`src/rtl/core/c2e_pkg.sv`:
```
// Shared types, register indexes and the month table of the calendar-to-epoch converter.
package c2e_pkg;

    localparam int unsigned CfgIndexWidth = 2;

    localparam logic [CfgIndexWidth-1:0] CFG_ZONE_OFFSET     = 2'd0;
    localparam logic [CfgIndexWidth-1:0] CFG_VALID_THRESHOLD = 2'd1;

    localparam logic [16:0] ZONE_OFFSET_RESET     = 17'd19800;
    localparam logic [31:0] VALID_THRESHOLD_RESET = 32'd1693542216;

    localparam logic [11:0] EPOCH_YEAR = 12'd1970;

    typedef struct packed {
        logic [11:0] calendar_year;
        logic [3:0]  calendar_month;
        logic [4:0]  day_of_month;
        logic [4:0]  hour_of_day;
        logic [5:0]  minute_of_hour;
        logic [5:0]  second_of_minute;
    } t_cal_req;

    typedef struct packed {
        logic [31:0] epoch_seconds;
        logic [16:0] seconds_of_day;
        logic [4:0]  day_out;
        logic        time_valid;
    } t_epoch_res;

    // Day count and time-of-day handed from the day counter to the seconds stages
    typedef struct packed {
        logic [31:0] total_days;
        logic [16:0] seconds_of_day;
        logic [4:0]  day_of_month;
    } t_day_info;

    // Days before the first of a month in a common year; month is 1-based
    function automatic logic [8:0] days_before_month(input logic [3:0] month);
        logic [8:0] days;
        unique case (month)
            4'd1:    days = 9'd0;
            4'd2:    days = 9'd31;
            4'd3:    days = 9'd59;
            4'd4:    days = 9'd90;
            4'd5:    days = 9'd120;
            4'd6:    days = 9'd151;
            4'd7:    days = 9'd181;
            4'd8:    days = 9'd212;
            4'd9:    days = 9'd243;
            4'd10:   days = 9'd273;
            4'd11:   days = 9'd304;
            4'd12:   days = 9'd334;
            default: days = 9'd0;
        endcase
        return days;
    endfunction

endpackage

```
`src/rtl/core/calendar_to_epoch_seconds_unit.sv`:
```
// Top level of the calendar-to-epoch converter: request channel, register port and seconds stages.
//
// Usage:
//   Request channel: drive i_req with a calendar time and raise i_start; the request is
//   taken at any clock edge with i_start high and o_busy low. o_busy never rises, so a
//   new request may be issued every cycle.
//   Result channel: o_res_valid marks o_res for exactly one cycle; the receiver cannot
//   hold results off and must take each one as it appears.
//   Pipeline: a request taken at a clock edge passes through the two day-count stages,
//   a 32x17 product by 86400, the final add and the threshold compare, and its result
//   is strobed from the last stage's register. Throughput is one request per cycle, set
//   by the five-stage pipeline.
//   Register port: i_cfg_valid/o_cfg_ready with i_cfg_index and i_cfg_data. Index 0
//   is the signed 17-bit zone offset (low bits of the data), index 1 the 32-bit valid
//   threshold; other indexes are ignored. Write only while no request is in flight.
//   Reset (synchronous, active low): clears the pipeline valid bits and restores the
//   zone offset to 19800 s and the threshold to 1693542216.
module calendar_to_epoch_seconds_unit
    import c2e_pkg::*;
(
    input  logic                     i_clk,
    input  logic                     i_rst_n,
    input  logic                     i_start,
    output logic                     o_busy,
    input  t_cal_req                 i_req,
    output logic                     o_res_valid,
    output t_epoch_res               o_res,
    input  logic                     i_cfg_valid,
    output logic                     o_cfg_ready,
    input  logic [CfgIndexWidth-1:0] i_cfg_index,
    input  logic [31:0]              i_cfg_data
);

    logic        zone_sign;
    logic [16:0] r_zone;
    logic [31:0] r_threshold;

    logic        req_take;
    logic        day_valid;
    t_day_info   day_info;

    logic        r_v3;
    logic [31:0] r_day_secs;
    logic [31:0] r_sod_adj;
    logic [16:0] r_sod3;
    logic [4:0]  r_day3;

    logic        r_v4;
    logic [31:0] r_epoch;
    logic [16:0] r_sod4;
    logic [4:0]  r_day4;

    logic        r_v5;
    t_epoch_res  r_res;

    // The pipeline never stalls: accept every request and every register write
    assign o_busy      = 1'b0;
    assign o_cfg_ready = 1'b1;
    assign req_take    = i_start && !o_busy;

    // Register file; unknown indexes drop the write
    always_ff @(posedge i_clk) begin
        if (!i_rst_n) begin
            r_zone      <= ZONE_OFFSET_RESET;
            r_threshold <= VALID_THRESHOLD_RESET;
        end else if (i_cfg_valid && o_cfg_ready) begin
            unique case (i_cfg_index)
                CFG_ZONE_OFFSET:     r_zone      <= i_cfg_data[16:0];
                CFG_VALID_THRESHOLD: r_threshold <= i_cfg_data;
                default: ;
            endcase
        end
    end

    // Sign bit of the zone offset, for extension to 32 bits
    assign zone_sign = r_zone[16];

    c2e_day_count u_day_count (
        .i_clk   (i_clk),
        .i_rst_n (i_rst_n),
        .i_valid (req_take),
        .i_req   (i_req),
        .o_valid (day_valid),
        .o_info  (day_info)
    );

    // Stage 3: scale the day count to seconds, fold the zone offset into seconds of day
    always_ff @(posedge i_clk) begin
        if (!i_rst_n) begin
            r_v3 <= 1'b0;
        end else begin
            r_v3 <= day_valid;
        end
        r_day_secs <= day_info.total_days * 32'd86400;
        r_sod_adj  <= 32'(day_info.seconds_of_day) - {{15{zone_sign}}, r_zone};
        r_sod3     <= day_info.seconds_of_day;
        r_day3     <= day_info.day_of_month;
    end

    // Stage 4: wrap-around sum
    always_ff @(posedge i_clk) begin
        if (!i_rst_n) begin
            r_v4 <= 1'b0;
        end else begin
            r_v4 <= r_v3;
        end
        r_epoch <= r_day_secs + r_sod_adj;
        r_sod4  <= r_sod3;
        r_day4  <= r_day3;
    end

    // Stage 5: threshold compare and result register
    always_ff @(posedge i_clk) begin
        if (!i_rst_n) begin
            r_v5 <= 1'b0;
        end else begin
            r_v5 <= r_v4;
        end
        r_res.epoch_seconds  <= r_epoch;
        r_res.seconds_of_day <= r_sod4;
        r_res.day_out        <= r_day4;
        r_res.time_valid     <= (r_epoch >= r_threshold);
    end

    assign o_res_valid = r_v5;
    assign o_res       = r_res;

`ifndef SYNTHESIS
    // Every accepted request gives its result once it has passed through the pipeline
    a_req_to_res: assert property (@(posedge i_clk) disable iff (!i_rst_n)
        req_take |-> ##5 o_res_valid)
        else $error("request did not produce a result after five cycles");

    // A result only appears for a request that was taken earlier
    a_res_has_req: assert property (@(posedge i_clk) disable iff (!i_rst_n)
        o_res_valid |-> $past(req_take, 5))
        else $error("result strobe without a matching request");

    // The day of month travels unchanged alongside its request
    a_day_follows: assert property (@(posedge i_clk) disable iff (!i_rst_n)
        o_res_valid |-> (o_res.day_out == $past(i_req.day_of_month, 5)))
        else $error("day of month out of step with its request");
`endif

endmodule

```
`src/rtl/core/c2e_day_count.sv`:
```
// Two-stage day counter: clamped calendar date to days since 1970 plus seconds of day.
module c2e_day_count
    import c2e_pkg::*;
(
    input  logic      i_clk,
    input  logic      i_rst_n,
    input  logic      i_valid,
    input  t_cal_req  i_req,
    output logic      o_valid,
    output t_day_info o_info
);

    // Leap days through 1969: 492 - 19 + 4
    localparam logic [10:0] LEAPS_TO_EPOCH = 11'd477;

    logic [11:0] year_c;
    logic [3:0]  month_c;
    logic [11:0] year_off;
    logic [11:0] year_prev;

    logic        r_v1;
    logic [20:0] r_year_days;
    logic [9:0]  r_prev_q4;
    logic [15:0] r_prev_q4x41;
    logic [9:0]  r_year_q4;
    logic [15:0] r_year_q4x41;
    logic        r_year_mod4_zero;
    logic        r_after_feb;
    logic [8:0]  r_month_days;
    logic [4:0]  r_day;
    logic [16:0] r_sod;

    logic [5:0]  prev_q100;
    logic [3:0]  prev_q400;
    logic [5:0]  year_q100;
    logic        year_mod100_zero;
    logic        year_is_leap;
    logic [10:0] leaps;
    logic [31:0] n_days;

    logic        r_v2;
    t_day_info   r_info;

    always_comb begin
        year_c  = (i_req.calendar_year < EPOCH_YEAR) ? EPOCH_YEAR : i_req.calendar_year;
        month_c = i_req.calendar_month;
        if (month_c == 4'd0) begin
            month_c = 4'd1;
        end else if (month_c > 4'd12) begin
            month_c = 4'd12;
        end
        year_off  = year_c - EPOCH_YEAR;
        year_prev = year_c - 12'd1;
    end

    // Stage 1: year-length product, quarter-year counts and their /25 reciprocals
    always_ff @(posedge i_clk) begin
        if (!i_rst_n) begin
            r_v1 <= 1'b0;
        end else begin
            r_v1 <= i_valid;
        end
        r_year_days      <= 21'(year_off) * 21'd365;
        r_prev_q4        <= year_prev[11:2];
        r_prev_q4x41     <= 16'(year_prev[11:2]) * 16'd41;
        r_year_q4        <= year_c[11:2];
        r_year_q4x41     <= 16'(year_c[11:2]) * 16'd41;
        r_year_mod4_zero <= (year_c[1:0] == 2'd0);
        r_after_feb      <= (month_c > 4'd2);
        r_month_days     <= days_before_month(month_c);
        r_day            <= i_req.day_of_month;
        r_sod            <= 17'(i_req.hour_of_day) * 17'd3600
                          + 17'(i_req.minute_of_hour) * 17'd60
                          + 17'(i_req.second_of_minute);
    end

    // x*41 >> 10 is exact floor(x/25) for x below 1024
    always_comb begin
        prev_q100        = r_prev_q4x41[15:10];
        prev_q400        = prev_q100[5:2];
        year_q100        = r_year_q4x41[15:10];
        year_mod100_zero = r_year_mod4_zero && (r_year_q4 == 10'(year_q100) * 10'd25);
        year_is_leap     = r_year_mod4_zero && (!year_mod100_zero || (year_q100[1:0] == 2'd0));
        leaps            = 11'(r_prev_q4) - 11'(prev_q100) + 11'(prev_q400) - LEAPS_TO_EPOCH;
        // Day zero wraps to minus one day, as the count is taken modulo 2^32
        n_days           = 32'(r_year_days) + 32'(leaps) + 32'(r_month_days)
                         + 32'(year_is_leap && r_after_feb) + 32'(r_day) - 32'd1;
    end

    // Stage 2: total day count
    always_ff @(posedge i_clk) begin
        if (!i_rst_n) begin
            r_v2 <= 1'b0;
        end else begin
            r_v2 <= r_v1;
        end
        r_info.total_days     <= n_days;
        r_info.seconds_of_day <= r_sod;
        r_info.day_of_month   <= r_day;
    end

    assign o_valid = r_v2;
    assign o_info  = r_info;

endmodule

```
`config.mk`:
```
export PLATFORM = sky130hd
export DESIGN_NAME = calendar_to_epoch_seconds_unit
export DESIGN_NICKNAME = d
export VERILOG_FILES = /design/src/rtl/core/c2e_pkg.sv /design/src/rtl/core/calendar_to_epoch_seconds_unit.sv /design/src/rtl/core/c2e_day_count.sv
export SDC_FILE = /design/constraint.sdc
export NUM_CORES = 1
export LEC_CHECK = 0
export BUFFER_PORTS_ARGS = -buffer_cell sky130_fd_sc_hd__buf_2
export CAP_MARGIN = 15
export CELL_PAD_IN_SITES_DETAIL_PLACEMENT = 1
export CELL_PAD_IN_SITES_GLOBAL_PLACEMENT = 2
export CORE_ASPECT_RATIO = 1.75
export CORE_MARGIN = 3
export CORE_UTILIZATION = 40
export CTS_CLUSTER_SIZE = 14
export DETAILED_ROUTE_END_ITERATION = 10
export PLACE_DENSITY_LB_ADDON = 0.2
export SLEW_MARGIN = 40
export SYNTH_ARGS = -nofsm -noshare
export SYNTH_HDL_FRONTEND = slang
export SYNTH_SLANG_ARGS = --single-unit
```
`constraint.sdc`:
```
create_clock -name i_clk -period 7.99 [get_ports i_clk]
set_input_delay 1.598 -clock i_clk [delete_from_list [all_inputs] [get_ports i_clk]]
set_output_delay 1.598 -clock i_clk [all_outputs]
set_load 0.02 [all_outputs]
```
==> results.toml <==
[cells_and_area]
area_growth_pct = 12.9
fin_cells = 3333
drive_above_1_share = 0.0900
final_util = 0.459
seq_area_mm2 = 0.00725
n_fill_cell = 6578
multiInputGateArea_mm2 = 0.0141
layout.nets = 3143

[placement]
gp_congestion = 0.875
post-place-ws_ns = -0.0500
placed_cells = 3257
dp_hpwl_um = 45400
io_buffers = 131

[worst_setup_path]
crit_path_max_fanout = 6
critical_path.endpoint_type = "flip-flop"
worstPathRequired_ns = 8.48
arrival_ns = 7.97
critPathKind = "in -> reg"
critical-path-max-stage-delay_ns = 0.54
cpMaxStageDelayCell = "fa_1"
crit_path_start_kind = "input pin"

[cts]
clock-sinks = 362
cts.clk_slew.worst_paths_ns = 0.06
cts-htree-levels = 2
post_cts_resized = 0
tritoncts = "built"
postCtsHoldBufs = 0
clock-root-buffer = "clkbuf_16"
insertion_delay_ns = 0.59
cts_made_buffers = 39
clockBufferDepth = 3
post_cts_buffers = 0

[timing]
period_needed_ns = 7.47
max_freq_mhz = 134
worst_slew_pin_slew_ns = 0.774
drv_slew = 0
holdWs_ns = 0.324
setup_viol_count_final = 0
slew_headroom = 0.480
fin_crit_sh = 0.936
finalClockSkew_ns = 0.0333
hold_violations = 0
worst_slack_ns = 0.515
rsz0062_at_grt = "no"

[yosys]
async_flop_share = 0
ys_seq_area_frac = 0.314
ys_types = 77
yosysWarnings = 0
ys_seq_elements = 362
synthFlopType = "dfxtp_1"
syn-num-nets = 2985
muxShareOfSynthArea = 0.00179
synth_top_area_frac = 0.314
postSynthCellCount = 2380
synth-edff-count = 0
synthXorXnorAreaFrac = 0.0706
avgSynthCellArea_um2 = 9.70
synth_top_family_by_area = "adder cells"
synthAdderAreaFrac = 0.327
synthTopCellsByArea = "dfxtp_1 31%, ha_1 22%, fa_1 11%"
synth_compound_area_frac = 0.124
syn_area_mm2 = 0.0231
yosys.area_share.simple = 0.0883
synth_top_area_cell = "dfxtp_1"

[floorplanning]
die-width_um = 188
initial_core_util = 0.407
die_h_um = 324
die-area_mm2 = 0.0607
core_mm2 = 0.0567
io_pins = 134
placementRows = 115

[drt]
wl_per_cell_um = 16.1
avgViaCountPerCell = 4.93
drt_iter0_markers = 382
drc = 0
dr_total_vias = 16400
ant_nets = 0
wirelength_um = 53700
dr.pass1.iters = 4

[hold_path]
hold_class = "reg -> reg"

[global_routing]
grt_max_degree = 55
grt_pass1_vias = 18300
antenna_found_initial = 7
grt_pass1_wl_um = 88700
grt_use_total = 0.179
grt.overflow.total = 0

[outcome]
run_status = "completed"

[flow_run]
maxCapViolCount = 0
-- through the flow --
step	cell area (µm²)	TNS, ns
floorplan	23100	0
global placement	24700	0
detailed placement	24700	-0.0500
CTS	26000	0
global route	26000	0
finish	26000	0
-- critical path, delay by kind of cell --
kind / cells / cell delay, ns
AO/OA/AOI/OAI: 8 / 1.83
adder cells (fa/ha/maj): 6 / 2.43
buffers and inverters: 4 / 0.41
AND/OR/NAND/NOR: 6 / 1.12
XOR/XNOR: 2 / 0.55
-- cells in the mapped netlist (3+ instances only) --
| library cell | n |
|---|---|
| or2_2 | 7 |
| and2_1 | 15 |
| dfxtp_1 | 362 |
| nor3b_1 | 4 |
| a31oi_1 | 7 |
| nand2_1 | 135 |
| xor2_1 | 47 |
| o31ai_1 | 8 |
| o21bai_1 | 18 |
| nor2_1 | 90 |
| a41oi_1 | 4 |
| ha_1 | 406 |
| nor4_1 | 6 |
| nand4_1 | 12 |
| nand3_1 | 29 |
| o21ai_0 | 60 |
| o211ai_1 | 32 |
| inv_1 | 425 |
| a311oi_1 | 4 |
| o2111ai_1 | 4 |
| and3_1 | 20 |
| xnor2_1 | 139 |
| mux2i_1 | 3 |
| a21oi_1 | 111 |
| o21a_1 | 30 |
| a211oi_1 | 11 |
| o31a_1 | 4 |
| a21o_1 | 61 |
| nand2b_1 | 23 |
| a21boi_0 | 33 |
| fa_1 | 123 |
| nor2b_1 | 18 |
| or3_1 | 8 |
| nor3_1 | 35 |
| nand3b_1 | 5 |
| clkbuf_1 | 26 |
| a211o_1 | 3 |
-- metal layers --
layer | vias up | track usage | routed length (µm)
met4 | 2 | 0.0628 | 1650
met5 | - | 0 | 13
met1 | 7934 | 0.164 | 18400
met2 | 210 | 0.386 | 32000
met3 | 91 | 0.0264 | 1640
li1 | 8187 | - | -
-- layout make-up --
cell class              count  share of cell area
repair buffers            147              0.0299
clock buffers              51              0.0411
flip-flops and latches    362               0.278
multi-input cells        1563               0.542
diodes                      7            0.000672
inverters                 425              0.0612
clock inverters            18              0.0105
well taps                 760              0.0365
-- cells by family after synthesis --
family,after synthesis
buffers and inverters,455
adders and majority gates,529
other,2
xor gates and xnor gates,186
AOI/OAI and AO/OA,422
muxes,4
DFF,362
and+or+nand+nor,420
-- layout by cell type (no fill, tap or decap), types with 61 or more instances in the layout --
| cell | Yosys | layout |
|---|---|---|
| inv_1 | 425 | 425 |
| ha_1 | 406 | 406 |
| dfxtp_1 | 362 | 362 |
| xnor2_1 | 139 | 139 |
| nand2_1 | 135 | 135 |
| buf_2 | 1 | 130 |
| fa_1 | 123 | 123 |
| a21oi_1 | 111 | 111 |
| nor2_1 | 90 | 90 |
| a21o_1 | 61 | 61 |
-- path summary, 6_finish.rpt --
check | from | to | slack (ns) | cells past startpoint
min | u_day_count.r_sod[12] | u_day_count.o_info[17] | 0.32 | 0
max reg2reg | u_day_count.r_prev_q4x41[13] | u_day_count.o_info[45] | 1.07 | 28
max | i_req[35] | u_day_count.r_year_days[20] | 0.52 | 26
min reg2reg | u_day_count.r_sod[12] | u_day_count.o_info[17] | 0.32 | 0
-- sequential cells by signal, indices dropped and copies added (netlist names), 19 cells and up --
register                 cells
u_day_count.r_year_days     21
u_day_count.o_info          47
r_threshold                 32
r_day_secs                  25
o_res                       55
r_epoch                     32
r_sod_adj                   19
Power is left out: the tool's default activity adds up to more than one toggle a clock period on the data nets, which glitch-free logic cannot reach.
